## src/rtl/core/assert_macros.svh

```systemverilog
// Assertion helpers for the core RTL.
`ifndef ASSERT_MACROS_SVH
`define ASSERT_MACROS_SVH

`ifndef NO_ASSERTIONS

// Same-cycle implication, checked outside reset.
`define ASSERT_IMP(lbl, clk, rst_n, ante, cons) \
  lbl: assert property (@(posedge clk) disable iff (!rst_n) (ante) |-> (cons)) \
    else $error("assertion failed");

// Next-cycle implication, checked outside reset.
`define ASSERT_NXT(lbl, clk, rst_n, ante, cons) \
  lbl: assert property (@(posedge clk) disable iff (!rst_n) (ante) |=> (cons)) \
    else $error("assertion failed");

`else

`define ASSERT_IMP(lbl, clk, rst_n, ante, cons)
`define ASSERT_NXT(lbl, clk, rst_n, ante, cons)

`endif

`endif

```

## src/rtl/core/cpsel_pkg.sv

```systemverilog
`default_nettype none

package cpsel_pkg;

  localparam int DATA_WIDTH_DEF   = 16;
  localparam int CORDIC_STEPS_DEF = 16;
  localparam int ATAN_ENTRIES     = 24;
  // Guard bits below the input LSB on the rotation datapath.
  localparam int GUARD_BITS       = 16;
  // Angle accumulator width: pi = 2^31, sum stays below 2^32 in magnitude.
  localparam int ANGLE_W          = 34;
  localparam logic [31:0] ANGLE_HALF_PI = 32'd1073741824;

  typedef enum logic [1:0] {
    MODE_PHASE = 2'd0,
    MODE_MAG   = 2'd1,
    MODE_REAL  = 2'd2,
    MODE_IMAG  = 2'd3
  } mode_e;

  // atan(2^-i) with pi = 2^31
  function automatic logic [31:0] atan_lut(input logic [4:0] idx);
    logic [31:0] val;
    case (idx)
      5'd0:    val = 32'd536870912;
      5'd1:    val = 32'd316933406;
      5'd2:    val = 32'd167458907;
      5'd3:    val = 32'd85004756;
      5'd4:    val = 32'd42667331;
      5'd5:    val = 32'd21354465;
      5'd6:    val = 32'd10679838;
      5'd7:    val = 32'd5340245;
      5'd8:    val = 32'd2670163;
      5'd9:    val = 32'd1335087;
      5'd10:   val = 32'd667544;
      5'd11:   val = 32'd333772;
      5'd12:   val = 32'd166886;
      5'd13:   val = 32'd83443;
      5'd14:   val = 32'd41722;
      5'd15:   val = 32'd20861;
      5'd16:   val = 32'd10430;
      5'd17:   val = 32'd5215;
      5'd18:   val = 32'd2608;
      5'd19:   val = 32'd1304;
      5'd20:   val = 32'd652;
      5'd21:   val = 32'd326;
      5'd22:   val = 32'd163;
      5'd23:   val = 32'd81;
      default: val = 32'd0;
    endcase
    return val;
  endfunction

endpackage

`default_nettype wire

```

## src/rtl/core/cpsel_cell.sv

```systemverilog
`default_nettype none

module cpsel_cell #(
  parameter int DATA_WIDTH   = cpsel_pkg::DATA_WIDTH_DEF,
  parameter int CORDIC_STEPS = cpsel_pkg::CORDIC_STEPS_DEF,
  parameter int STEP         = 0,
  parameter int XW           = DATA_WIDTH + cpsel_pkg::GUARD_BITS + 3
) (
  input  wire logic                              clk_i,
  input  wire logic                              rst_ni,
  input  wire logic                              valid_i,
  output logic                                   ready_o,
  input  wire logic signed [XW-1:0]              x_i,
  input  wire logic signed [XW-1:0]              y_i,
  input  wire logic signed [cpsel_pkg::ANGLE_W-1:0] z_i,
  input  wire logic [2*DATA_WIDTH-1:0]           rad_i,
  input  wire logic [DATA_WIDTH+1:0]             rem_i,
  input  wire logic [DATA_WIDTH-1:0]             root_i,
  input  wire logic [DATA_WIDTH-1:0]             pass_i,
  input  wire logic                              zero_i,
  input  wire cpsel_pkg::mode_e                  mode_i,
  output logic                                   valid_o,
  input  wire logic                              ready_i,
  output logic signed [XW-1:0]                   x_o,
  output logic signed [XW-1:0]                   y_o,
  output logic signed [cpsel_pkg::ANGLE_W-1:0]   z_o,
  output logic [2*DATA_WIDTH-1:0]                rad_o,
  output logic [DATA_WIDTH+1:0]                  rem_o,
  output logic [DATA_WIDTH-1:0]                  root_o,
  output logic [DATA_WIDTH-1:0]                  pass_o,
  output logic                                   zero_o,
  output cpsel_pkg::mode_e                       mode_o
);

  localparam int DW = DATA_WIDTH;
  localparam int ZW = cpsel_pkg::ANGLE_W;
  localparam bit DO_ROT  = (STEP < CORDIC_STEPS) && (STEP < cpsel_pkg::ATAN_ENTRIES);
  localparam bit DO_SQRT = (STEP < DW);
  localparam logic signed [ZW-1:0] ANG =
    $signed({{(ZW-32){1'b0}}, cpsel_pkg::atan_lut(5'(STEP))});

  logic                    vld_q;
  logic signed [XW-1:0]    dx, dy, x_d, y_d, x_q, y_q;
  logic signed [ZW-1:0]    z_d, z_q;
  logic [DW+3:0]           rem_sh, trial, diff;
  logic [DW+1:0]           rem_d, rem_q;
  logic [DW-1:0]           root_d, root_q, pass_q;
  logic [2*DW-1:0]         rad_d, rad_q;
  logic                    zero_q;
  cpsel_pkg::mode_e        mode_q;

  assign ready_o = !vld_q || ready_i;

  // One vectoring rotation: drive y toward zero.
  assign dx = y_i >>> STEP;
  assign dy = x_i >>> STEP;

  always_comb begin
    x_d = x_i;
    y_d = y_i;
    z_d = z_i;
    if (DO_ROT) begin
      if (!y_i[XW-1]) begin
        x_d = x_i + dx;
        y_d = y_i - dy;
        z_d = z_i + ANG;
      end else begin
        x_d = x_i - dx;
        y_d = y_i + dy;
        z_d = z_i - ANG;
      end
    end
  end

  // One restoring square-root digit: bring down two radicand bits.
  assign rem_sh = {rem_i, rad_i[2*DW-1 -: 2]};
  assign trial  = {2'b00, root_i, 2'b01};
  assign diff   = rem_sh - trial;

  always_comb begin
    rem_d  = rem_i;
    root_d = root_i;
    rad_d  = rad_i;
    if (DO_SQRT) begin
      rad_d = {rad_i[2*DW-3:0], 2'b00};
      if (rem_sh >= trial) begin
        rem_d  = diff[DW+1:0];
        root_d = {root_i[DW-2:0], 1'b1};
      end else begin
        rem_d  = rem_sh[DW+1:0];
        root_d = {root_i[DW-2:0], 1'b0};
      end
    end
  end

  always_ff @(posedge clk_i or negedge rst_ni) begin
    if (!rst_ni) begin
      vld_q <= 1'b0;
    end else if (ready_o) begin
      vld_q <= valid_i;
    end
  end

  always_ff @(posedge clk_i) begin
    if (ready_o && valid_i) begin
      x_q    <= x_d;
      y_q    <= y_d;
      z_q    <= z_d;
      rad_q  <= rad_d;
      rem_q  <= rem_d;
      root_q <= root_d;
      pass_q <= pass_i;
      zero_q <= zero_i;
      mode_q <= mode_i;
    end
  end

  assign valid_o = vld_q;
  assign x_o     = x_q;
  assign y_o     = y_q;
  assign z_o     = z_q;
  assign rad_o   = rad_q;
  assign rem_o   = rem_q;
  assign root_o  = root_q;
  assign pass_o  = pass_q;
  assign zero_o  = zero_q;
  assign mode_o  = mode_q;

endmodule

`default_nettype wire

```

## config.mk

```make
export PLATFORM = sky130hd
export DESIGN_NAME = cpsel_cell
export DESIGN_NICKNAME = d
export VERILOG_FILES = /design/src/rtl/core/assert_macros.svh /design/src/rtl/core/cpsel_pkg.sv /design/src/rtl/core/cpsel_cell.sv
export SDC_FILE = /design/constraint.sdc
export NUM_CORES = 1
export LEC_CHECK = 0
export ABC_CLOCK_PERIOD_IN_PS = 4900
export BUFFER_PORTS_ARGS = -buffer_cell sky130_fd_sc_hd__buf_4
export CAP_MARGIN = 20
export CORE_ASPECT_RATIO = 1.25
export CORE_MARGIN = 1.5
export CORE_UTILIZATION = 29
export CTS_BUF_LIST = sky130_fd_sc_hd__clkbuf_8
export CTS_CLUSTER_SIZE = 14
export DETAILED_ROUTE_END_ITERATION = 16
export PLACE_DENSITY = 0.64
export SETUP_SLACK_MARGIN = 0.05
export SYNTH_ARGS = -nofsm -noshare
export SYNTH_HDL_FRONTEND = slang
export SYNTH_SLANG_ARGS = --single-unit
export TNS_END_PERCENT = 10
```

## constraint.sdc

```tcl
create_clock -name clk_i -period 4.9 [get_ports clk_i]
set_input_delay 1.225 -clock clk_i [delete_from_list [all_inputs] [get_ports clk_i]]
set_output_delay 1.225 -clock clk_i [all_outputs]
set_load 0.05 [all_outputs]
```

# Word level (Yosys, flattened, before mapping)
# Cells that the tools add are included.
dict set report totals {
  ff_bits 188
  word_cells 25
  output_inout_bits 191
  input_bits 193
}
dict set report op_classes {
  muxes 5
  addsub 6
  reduce_logical 3
  magnitude_cmp 1
}
# cell n
set op_table {}
lappend op_table {{$mux W35} 2}
lappend op_table {{$sub A35 B35 Y35} 2}
lappend op_table {{$add A35 B35 Y35} 1}
lappend op_table {{$add A34 B31 Y34 const B} 1}
lappend op_table {{$mux W34} 1}
lappend op_table {{$sub A34 B31 Y34 const B} 1}
lappend op_table {{$ge A20 B18 Y1} 1}
lappend op_table {{$mux W18} 1}
lappend op_table {{$sub A18 B18 Y18} 1}
lappend op_table {{$logic_and A1 B1 Y1} 1}
lappend op_table {{$logic_not A1 Y1} 1}
lappend op_table {{$logic_or A1 B1 Y1} 1}
lappend op_table {{$mux W1} 1}

# Logic depth before layout (Yosys ltp)
# Gate-level depths: netlist of run 1.
dict set report depth {
  depth_word 3
  mapped_depth 12
  ltp_nobuf 12
}

# Least setup slack after synthesis of run 1
# No wires, ideal clock.
dict set report synth_timing {
  path_kind {input to register}
  from {input port ready_i}
  to {register mode_q[0], in the netlist mode_o[0] (enable)}
  t_required_ns 4.332
  setup_slack_ns -1.668
  t_arrival_ns 6.000
  stages 2
  path_buffers 0
  path_cell_list {nand2b_1 > and2_1}
}
dict set report synth_between {
  elab_chain_len 2
}
# item line_no
set synth_rtl {}
lappend synth_rtl {{from (decl)} cpsel_cell.sv:23} ;# input wire logic ready_i,
lappend synth_rtl {{$logic_or A1 B1 Y1} cpsel_cell.sv:52} ;# assign ready_o = !vld_q || ready_i;
lappend synth_rtl {{$logic_and A1 B1 Y1} cpsel_cell.sv:105} ;# if (ready_o && valid_i) begin
lappend synth_rtl {{to (signal assigned)} cpsel_cell.sv:114} ;# mode_q <= mode_i;
lappend synth_rtl {{to (decl)} cpsel_cell.sv:50} ;# cpsel_pkg::mode_e mode_q;
# No other way between the ends.
# A chain may end at the register's enable or synchronous reset.

# Worst setup path after layout of run 1
dict set report layout_timing {
  from {input port x_i[1]}
  to {register y_q[33], in the netlist y_o[33], data pin}
}
dict set report layout_between {
  elab_chain_len 2
  word_cells_on_any_way 3
  classes_between {2 x add/sub; 1 x mux}
}
# item line_no
set layout_rtl {}
lappend layout_rtl {{from (decl)} cpsel_cell.sv:13} ;# input wire logic signed [XW-1:0] x_i,
lappend layout_rtl {{$sub A35 B35 Y35 / $add A35 B35 Y35 (equally long branches)} {cpsel_cell.sv:65, cpsel_cell.sv:69}}
lappend layout_rtl {{$mux W35 *} cpsel_cell.sv:63} ;# if (!y_i[XW-1]) begin
lappend layout_rtl {{net y_d[33]} cpsel_cell.sv:43} ;# logic signed [XW-1:0] dx, dy, x_d, y_d, x_q, y_q;
lappend layout_rtl {{to (signal assigned)} cpsel_cell.sv:107} ;# y_q <= y_d;
lappend layout_rtl {{to (decl)} cpsel_cell.sv:43}
# Mark *: on every way through the listed nets, which the timed path passes. The rest lies on a longest branch.

==> flow_summary.json, run 1 <==
{
  "tightest_slew_ns": 0.6955,
  "p_seq_share_pct": 40.2,
  "grt_util_all_layers_pct": 18.96,
  "cts_made_buffers": 17,
  "cts.hold.buffers_added": 0,
  "relSlewSlack_pct": 53.03,
  "routed_wl_microns": 43440,
  "grt_max_degree": 85,
  "htreeDepth": 4,
  "multi_input_area_sq_um": 6317,
  "clkSlewWorstSetupHoldPaths_ns": 0.13,
  "finalClockSkew_ns": 0.01793,
  "final-seq-area_sq_um": 5610,
  "antenna_found_initial": 2,
  "wl_per_cell_microns": 19.65,
  "postSynthCellCount": 1261,
  "reg2reg_to": "z_o[0]",
  "die_w_microns": 189.8,
  "syn_area_sq_um": 12650,
  "setup_viol": 0,
  "root_buffer": "clkbuf_8",
  "die_h_microns": 236.6,
  "final-hold-violation-count": 0,
  "routabilityCongestion": 0.9440,
  "cts.sinks": 187,
  "finalCritPeriodShare_pct": 80.40,
  "setup_ws_ns": 0.9602,
  "area_growth_pct": 30.98,
  "max_freq_ghz": 0.2538,
  "die-area_sq_um": 44910,
  "worstPathArrival_ns": 4.26,
  "synth-edff-count": 186,
  "clock_path_buffers": 2,
  "io-pin-count": 384,
  "setup_tns_ns": 0,
  "nets": 1950,
  "vias": 10990,
  "rows": 85,
  "critical_path.max_fanout": 6,
  "hp-class": "primary input to asynchronous set/reset pin",
  "rr_startpoint": "valid_o",
  "cts_tree": "built",
  "cp-end-kind": "flop",
  "yosysSeqAreaShare_pct": 44.33,
  "pre_cts_ws_ns": 0.4956,
  "numPortBuffers": 381,
  "cts_resized": 0,
  "postRouteAntennaNets": 0,
  "powerDensity_nw_per_um2": 301.5,
  "rsz0062_at_grt": "no",
  "drt_iter0_drc": 840,
  "switching_share_pct": 40.19,
  "start_util_pct": 29.38,
  "grt_first_pass_wirelength_microns": 63870,
  "avgSynthCellArea_sq_um": 10.04,
  "drc": 0,
  "synthArstFlopShare_pct": 0.5348,
  "p_int_mw": 2.989,
  "timing_worst_setup_path_type": "primary input to flop",
  "reg2reg_slack_ns": 3.07,
  "place_hpwl_microns": 34880,
  "drive_gt1_share_pct": 28.30,
  "worstPathRequired_ns": 5.22,
  "power_leakage_nw": 7.248,
  "post_cts_buffers": 0,
  "p_comb_share_pct": 37.4,
  "grt-ovfl-total": 0,
  "maxSlewViolCount": 0,
  "yosysUniqueCellTypes": 85,
  "fillerInstances": 4298,
  "reg2regPathDepth": 3,
  "period_needed_ns": 3.940,
  "synthFlopType": "edfxtp_1",
  "cap_violations": 0,
  "status": "completed",
  "synth_seq_cells": 187,
  "firstDrtPassIters": 5,
  "p_switching_mw": 2.009,
  "viasPerCell": 4.975,
  "peakVddDrop_mv": 0.1994,
  "startpoint_type": "primary input",
  "core_sq_um": 43070,
  "grt_pass1_vias": 10880,
  "p_clk_share_pct": 22.4,
  "insertion_delay_ns": 0.56,
  "yosysWarnings": 0
}
## worst max-delay path: stages
cell and delay, ns:
buf_4 0.13, inv_1 0.07, ha_1 0.33, nor2b_1 0.16, o31ai_1 0.43, a211oi_2 0.18
o21ai_2 0.43, o31a_1 0.21, o21ai_0 0.19, a2111oi_0 0.63, a211oi_2 0.10, xor2_1 0.17
## area by class of cell
type,count,share of cell area (%)
sequential,187,33.85
multi-input combinational,894,38.11
antenna,2,0.03020
timing repair buffer,399,18.22
tap,565,4.265
clock inverter,15,1.140
clock buffer,17,1.412
inverter,131,2.967
## metal layers
metal	track usage, %	up-vias	part of all wire (%)
met2	34.17	504	51
met1	20.75	5169	38
li1	-	5237	-
met5	0	-	0
met3	4.491	84	6.9
met4	8.874	0	3.8
## how the worst max path moves through the flow
stage,cells after the start,start,slack (ns),to
detailed placement,12,x_i[1],0.50,y_o[33]
global route,14,y_i[0],0.87,y_o[30]
CTS,12,x_i[1],1.12,y_o[33]
global placement,14,y_i[0],0.57,y_o[34]
finish,12,x_i[1],0.96,y_o[33]
floorplan,2,ready_i,0.37,mode_o[0]
## kinds of logic after synthesis
| group | after synthesis | synth area share, % |
|---|---|---|
| adder cells (fa/ha/maj) | 127 | 12.79 |
| buffers and inverters | 181 | 5.794 |
| other | 1 | 0.02963 |
| flip-flops | 187 | 44.33 |
| multiplexers | 14 | 1.117 |
| AO/OA/AOI/OAI | 385 | 19.72 |
| AND/OR/NAND/NOR | 280 | 10.26 |
| XOR/XNOR | 86 | 5.952 |
## flip-flops by register name (all words and copies together), names as in the netlist
| register | count |
|---|---|
| rad_o | 30 |
| zero_o | 1 |
| valid_o | 1 |
| pass_o | 16 |
| y_o | 34 |
| rem_o | 18 |
| z_o | 34 |
| root_o | 16 |
| mode_o | 2 |
| x_o | 35 |
## stage by stage
step / util (%) / cell area [sq um] / hold WS, ns / std cells / total power, mW
after global routing: 38.47 / 16570 / 0.3761 / 2209 / 5.223
after global placement: 37.49 / 16150 / 0.5227 / 2176 / 3.895
after CTS: 38.47 / 16570 / 0.3807 / 2208 / 5.042
after detailed placement: 37.49 / 16150 / 0.5372 / 2176 / 3.906
final: 38.48 / 16570 / 0.4115 / 2210 / 4.997
after floorplan: - / 12660 / 0.9294 / 1262 / 3.268
## cells in the mapped netlist, types with 6 or more instances
cell type	n	area [sq um]
a211o_1	6	52.55
a211oi_1	8	60.06
a21o_1	24	180.2
a21oi_1	143	715.7
a22oi_1	6	45.04
a31oi_1	15	93.84
and2_1	7	43.79
buf_1	7	26.28
buf_2	16	80.08
clkbuf_1	20	75.07
edfxtp_1	186	5585
ha_1	123	1539
inv_1	126	473.0
mux2i_1	13	130.1
nand2_1	85	319.1
nand2b_1	11	68.82
nand3_1	17	85.08
nand4_1	9	56.30
nor2_1	93	349.1
nor2b_1	10	62.56
nor3_1	22	110.1
o21a_1	6	45.04
o21ai_0	78	390.4
o21bai_1	23	172.7
o31ai_1	14	105.1
xnor2_1	67	586.8
xor2_1	19	166.4
## power groups by stage
stage | sequential, mW | clock [mW] | combinational [mW]
floorplan | 2.50 | 0 | 0.770
global placement | 2.05 | 0 | 1.85
detailed placement | 2.05 | 0 | 1.86
CTS | 2.01 | 1.16 | 1.87
global route | 2.02 | 1.21 | 1.99
finish | 2.01 | 1.12 | 1.87
## placed cells by master (no fill, tap or decap), types with 8 or more instances in the layout
cell type / netlist / routed
nand3_1: 17 / 17
o21bai_1: 23 / 23
ha_1: 123 / 123
mux2i_1: 13 / 13
xnor2_1: 67 / 67
buf_4: 5 / 397
o21ai_0: 78 / 78
clkbuf_8: 0 / 17
nand2b_1: 11 / 11
xor2_1: 19 / 19
a21oi_1: 143 / 143
nor2_1: 93 / 93
edfxtp_1: 186 / 186
inv_1: 126 / 126
o31ai_1: 14 / 14
a21o_1: 24 / 24
a31oi_1: 15 / 15
nand2_1: 85 / 85
nand4_1: 9 / 9
nor2b_1: 10 / 10
nor3_1: 22 / 22
a211oi_1: 8 / 8
Note: power is estimated with default switching activity, not from simulation.
==> inputs of run 2 (changes only) <==
ABC_CLOCK_PERIOD_IN_PS = 3600   (was 4900)
clock period = 3.6 ns   (was 4.9 ns; I/O delays follow)
==> run 2 against run 1 <==
  * Routed wire length is 1.7% higher
  * Clock skew down 0.0036 ns
  * Register-to-register slack worse by 1.1 ns
  * Critical path depth rose by 1
  * Die area is the same
  * Combinational power rose by 47%
==> flow_summary.json, run 2 (synthesis results as in run 1) <==
{
  "pre_cts_ws_ns": -0.3611,
  "fin_area_sq_um": 17630,
  "routabilityCongestion": 0.9195,
  "status": "completed",
  "post_cts_buffers": 0,
  "nets": 2079,
  "cap_violations": 0,
  "setup_ws_ns": 0.3448,
  "rows": 85,
  "io-pin-count": 384,
  "worstPathArrival_ns": 3.55,
  "hp-class": "primary input to asynchronous set/reset pin",
  "endpoint": "y_o[34]",
  "reg2reg_to": "z_o[24]",
  "drc": 0,
  "drt_iter0_drc": 829,
  "timing_worst_setup_path_type": "primary input to flop",
  "finalClockSkew_ns": 0.01429,
  "routed_wl_microns": 44160,
  "startpoint_type": "primary input",
  "relSlewSlack_pct": 58.80,
  "finalPower_mw": 7.101,
  "fin_cells": 2339,
  "tightest_slew_ns": 0.6128,
  "firstDrtPassIters": 6,
  "grt-ovfl-total": 0,
  "postPlaceCellArea_sq_um": 17170,
  "clock_path_buffers": 2,
  "setup_tns_ns": 0,
  "die_h_microns": 236.6,
  "reg2regPathDepth": 3,
  "critical_path.max_fanout": 5,
  "vias": 11350,
  "cp-end-kind": "flop",
  "grt_util_all_layers_pct": 19.32,
  "numPortBuffers": 381,
  "wl_per_cell_microns": 18.88,
  "rr_startpoint": "valid_o",
  "postRouteAntennaNets": 0,
  "placed_cells_incl_taps": 2305,
  "peakVddDrop_mv": 0.2597,
  "worstPathRequired_ns": 3.89,
  "setup_viol": 0,
  "reg2reg_slack_ns": 1.98,
  "root_buffer": "clkbuf_8",
  "max_freq_ghz": 0.3072,
  "cts_made_buffers": 17,
  "viasPerCell": 4.854,
  "antenna_found_initial": 4,
  "core_sq_um": 43070,
  "power_leakage_nw": 7.914,
  "worstSetupStartpoint": "x_i[0]",
  "grt_pass1_vias": 11400,
  "die-area_sq_um": 44910,
  "drive_gt1_share_pct": 33.58,
  "clkSlewWorstSetupHoldPaths_ns": 0.12,
  "grt_first_pass_wirelength_microns": 65140,
  "grt_max_degree": 98,
  "cts_resized": 0,
  "powerDensity_nw_per_um2": 402.8,
  "cts.hold.buffers_added": 0,
  "start_util_pct": 29.38,
  "final_common_cell": "buf_4",
  "cts_tree": "built",
  "place_hpwl_microns": 35620,
  "rsz0062_at_grt": "no",
  "die_w_microns": 189.8,
  "htreeDepth": 4,
  "cts.sinks": 187,
  "finalCritPeriodShare_pct": 90.42,
  "insertion_delay_ns": 0.54,
  "maxSlewViolCount": 0,
  "area_growth_pct": 39.30,
  "largest_register_ffs": 35,
  "final-hold-violation-count": 0,
  "final_cell_mix": "buf_4, edfxtp_1, a21oi_1",
  "period_needed_ns": 3.255
}
## run 2: changes by cell type in the layout (fill, tap and decap cells not counted)
cell and change:
buf_12 +4, buf_4 +125, bufinv_16 +2, clkinv_4 +1
clkinv_8 -1, clkinvlp_4 -2, inv_12 -1, inv_6 +2
inv_8 -1, o41ai_1 -1, o41ai_2 +1
## run 2: layout make-up
cell class,count,area (sq um)
fillers,4211,25440
repair buffers,528,4039
multi-input cells,894,6325
flip-flops and latches,187,5610
inverters,131,491.7
clock inverters,15,216.5
clock buffers,17,234.0
diodes,2,5.005
well taps,565,706.9
## run 2: through the flow
step | util, % | hold WS, ns
floorplan | - | 0.6044
global placement | 39.85 | 0.5537
detailed placement | 39.85 | 0.5588
CTS | 40.90 | 0.05446
global route | 40.92 | 0.07153
finish | 40.93 | 0.1006
## run 2: worst max-delay path: stages
cell and delay (ns):
buf_4 0.12, ha_1 0.23, fa_1 0.41, nand2b_1 0.09, a21oi_1 0.07, nor2_1 0.28
o41ai_2 0.13, o31ai_2 0.20, buf_4 0.19, o21ai_2 0.14, a311oi_1 0.37, a22oi_1 0.22
xnor2_1 0.18
## run 2: metal layers
| layer | up-vias | share of wire, % | GRT usage [%] |
|---|---|---|---|
| met3 | 79 | 5.7 | 3.735 |
| met4 | 4 | 3.2 | 8.297 |
| li1 | 5495 | - | - |
| met5 | - | 0.059 | 0 |
| met2 | 423 | 51 | 34.94 |
| met1 | 5352 | 40 | 21.89 |
## run 2: power breakdown
group	total, mW	internal [mW]	switching (mW)
clock network	1.62	0.668	0.955
registers	2.73	2.66	0.0687
logic	2.75	1.03	1.72
## run 2: how the worst min path moves through the flow
stage               to  slack, ns  depth (start not counted)  startpoint
3_3_place_gp   valid_o       0.55                          2     valid_o
5_1_grt        valid_o       0.07                          1      rst_ni
4_1_cts        valid_o       0.05                          1      rst_ni
2_1_floorplan  valid_o       0.60                          0      rst_ni
3_5_place_dp   valid_o       0.56                          2     valid_o
6_report       valid_o       0.10                          1      rst_ni
==> inputs of run 3 (changes only) <==
ABC_AREA = 1   (was not set)
PLACE_DENSITY = 0.63   (was 0.64)
==> run 3 against run 2 <==
  * Worst setup slack better by 0.15 ns
  * Non-clock buffer count is 101 lower
  * Clock skew is 0.0017 ns higher
  * Sequential share of layout area is 2.2 points lower
  * Critical endpoint is now y_o[16]
  * Largest power group unchanged
  * Highest routed layer is now met4
==> flow_summary.json, run 3 <==
{
  "root_buffer": "clkbuf_8",
  "reg2reg_slack_ns": 1.85,
  "timing_worst_setup_path_type": "primary input to flop",
  "crit_top_cell": "nand2_1",
  "reg2reg_to": "z_o[7]",
  "synth_xor_area_share_pct": 2.798,
  "setup_viol": 0,
  "worstSetupStartpoint": "x_i[0]",
  "die_h_microns": 254.8,
  "finalPower_mw": 7.107,
  "synth_seq_cells": 187,
  "yosysTopAreaCell": "edfxtp_1",
  "grt_util_all_layers_pct": 22.29,
  "status": "completed",
  "clock_path_buffers": 2,
  "cts.sinks": 187,
  "startpoint_type": "primary input",
  "fillerInstances": 5216,
  "final-hold-violation-count": 0,
  "tightest_slew_ns": 0.7270,
  "synth_compound_area_share_pct": 11.90,
  "synthArstFlopShare_pct": 0.5348,
  "power_leakage_nw": 9.144,
  "syn_area_sq_um": 14710,
  "start_util_pct": 29.25,
  "largest_register_ffs": 35,
  "relSlewSlack_pct": 51.54,
  "critical_path.max_fanout": 4,
  "grt_pass1_vias": 14380,
  "grt_first_pass_wirelength_microns": 85170,
  "endpoint": "y_o[16]",
  "clkSlewWorstSetupHoldPaths_ns": 0.11,
  "grt_max_degree": 73,
  "die_w_microns": 204.5,
  "area_growth_pct": 28.64,
  "worstPathRequired_ns": 3.91,
  "wl_per_cell_microns": 19.81,
  "maxSlewViolCount": 0,
  "place_hpwl_microns": 50510,
  "cp_cell_sequence": "buf_4, ha_1, fa_1, o21bai_1, nand2_1, nand2_1, nand2_1, nand2_1, nor2_1, o31ai_1",
  "routabilityCongestion": 0.9527,
  "yosys.area.top_type_share_pct": 37.96,
  "die-area_sq_um": 52110,
  "fin_area_sq_um": 18930,
  "insertion_delay_ns": 0.54,
  "period_needed_ns": 3.103,
  "ys_top_cells_by_count": "nand2_1, inv_1, edfxtp_1, nand3_1, nor2_1",
  "vias": 14500,
  "drc": 0,
  "io-pin-count": 384,
  "synth_top_family_by_area": "simple AND/OR/NAND/NOR gates",
  "final_cell_mix": "nand2_1, buf_4, inv_1",
  "yosysUniqueCellTypes": 49,
  "hp-class": "primary input to asynchronous set/reset pin",
  "cts_resized": 0,
  "postPlaceCellArea_sq_um": 18490,
  "yosysWarnings": 0,
  "synth-simple-area-share_pct": 26.68,
  "finalCritPeriodShare_pct": 86.21,
  "rows": 92,
  "synth_mux_area_share_pct": 0,
  "peakVddDrop_mv": 0.2467,
  "avgSynthCellArea_sq_um": 7.656,
  "firstDrtPassIters": 6,
  "synthTopCellsByArea": "edfxtp_1, nand2_1, ha_1, inv_1, nand3_1",
  "worstPathArrival_ns": 3.41,
  "nets": 2641,
  "drt_iter0_drc": 1078,
  "synth_fa_ha_area_share_pct": 11.00,
  "htreeDepth": 4,
  "core_sq_um": 50300,
  "numPortBuffers": 381,
  "rsz0062_at_grt": "no",
  "max_freq_ghz": 0.3222,
  "synth-edff-count": 186,
  "critPathMaxStageDelay_ns": 0.56,
  "yosysSeqAreaShare_pct": 38.13,
  "final_common_cell": "nand2_1",
  "cts.hold.buffers_added": 0,
  "cts_made_buffers": 17,
  "synthFlopType": "edfxtp_1",
  "reg2regPathDepth": 2,
  "drive_gt1_share_pct": 23.01,
  "viasPerCell": 4.845,
  "yosysMostFrequentCell": "nand2_1",
  "grt-ovfl-total": 0,
  "cts_tree": "built",
  "rr_startpoint": "valid_o",
  "postRouteAntennaNets": 0,
  "critPathSlowestCell": "o21bai_1",
  "routed_wl_microns": 59310,
  "post_cts_buffers": 0,
  "finalClockSkew_ns": 0.01601,
  "postSynthCellCount": 1922,
  "cap_violations": 0,
  "antenna_found_initial": 2,
  "powerDensity_nw_per_um2": 375.5,
  "cp-end-kind": "flop"
}
## run 3: cells by family after synthesis
family | count (synthesis)
adder cells (fa/ha/maj) | 127
flip-flops | 187
buffers and inverters | 332
other | 1
AO/OA/AOI/OAI | 316
AND/OR/NAND/NOR | 912
XOR/XNOR | 47
## run 3: how the worst min path moves through the flow
stage | startpoint | endpoint
floorplan | rst_ni | valid_o
global placement | valid_o | valid_o
detailed placement | valid_o | valid_o
CTS | rst_ni | valid_o
global route | rst_ni | valid_o
finish | rst_ni | valid_o
## run 3: final cells by class
type	instances	area, sq um	share of cell area [%]
timing repair buffer	427	3256	17.20
clock buffer	17	234.0	1.236
inverter	284	1079	5.698
clock inverter	15	198.9	1.051
antenna	1	2.502	0.01322
multi-input combinational	1404	7725	40.81
tap	658	823.3	4.350
sequential	187	5610	29.64
## run 3: stage by stage
stage | util [%] | std cells | hold slack (ns) | setup TNS [ns] | worst slack [ns]
after floorplan | - | 1923 | 0.6044 | -150.12 | -0.8071
after detailed placement | 36.76 | 2960 | 0.6193 | 0 | 0.007802
after CTS | 37.62 | 2992 | 0.07637 | 0 | 0.6018
after global routing | 37.63 | 2993 | 0.08874 | 0 | 0.4286
after global placement | 36.76 | 2960 | 0.6027 | -0.01048 | -0.01048
final | 37.63 | 2993 | 0.1255 | 0 | 0.4965
## run 3: report_power, final
group	internal [mW]	switching [mW]	leakage [nW]	total [mW]
logic	0.891	1.96	7.15	2.85
clock network	0.598	0.955	0.212	1.55
registers	2.63	0.0767	1.78	2.71
## run 3: per-layer routing
layer	vias up	global-route usage, %	wire length, microns
met5	-	0	0
met4	0	12.14	3018
met3	102	3.234	3512
met2	630	41.28	30480
met1	6677	24.33	22300
li1	7093	-	-
## run 3: critical path, delay by kind of cell
| kind | cells | cell delay, ns |
|---|---|---|
| buffers and inverters | 1 | 0.12 |
| adders and majority gates | 2 | 0.87 |
| AOI/OAI and AO/OA | 2 | 0.93 |
| and+or+nand+nor | 5 | 0.58 |
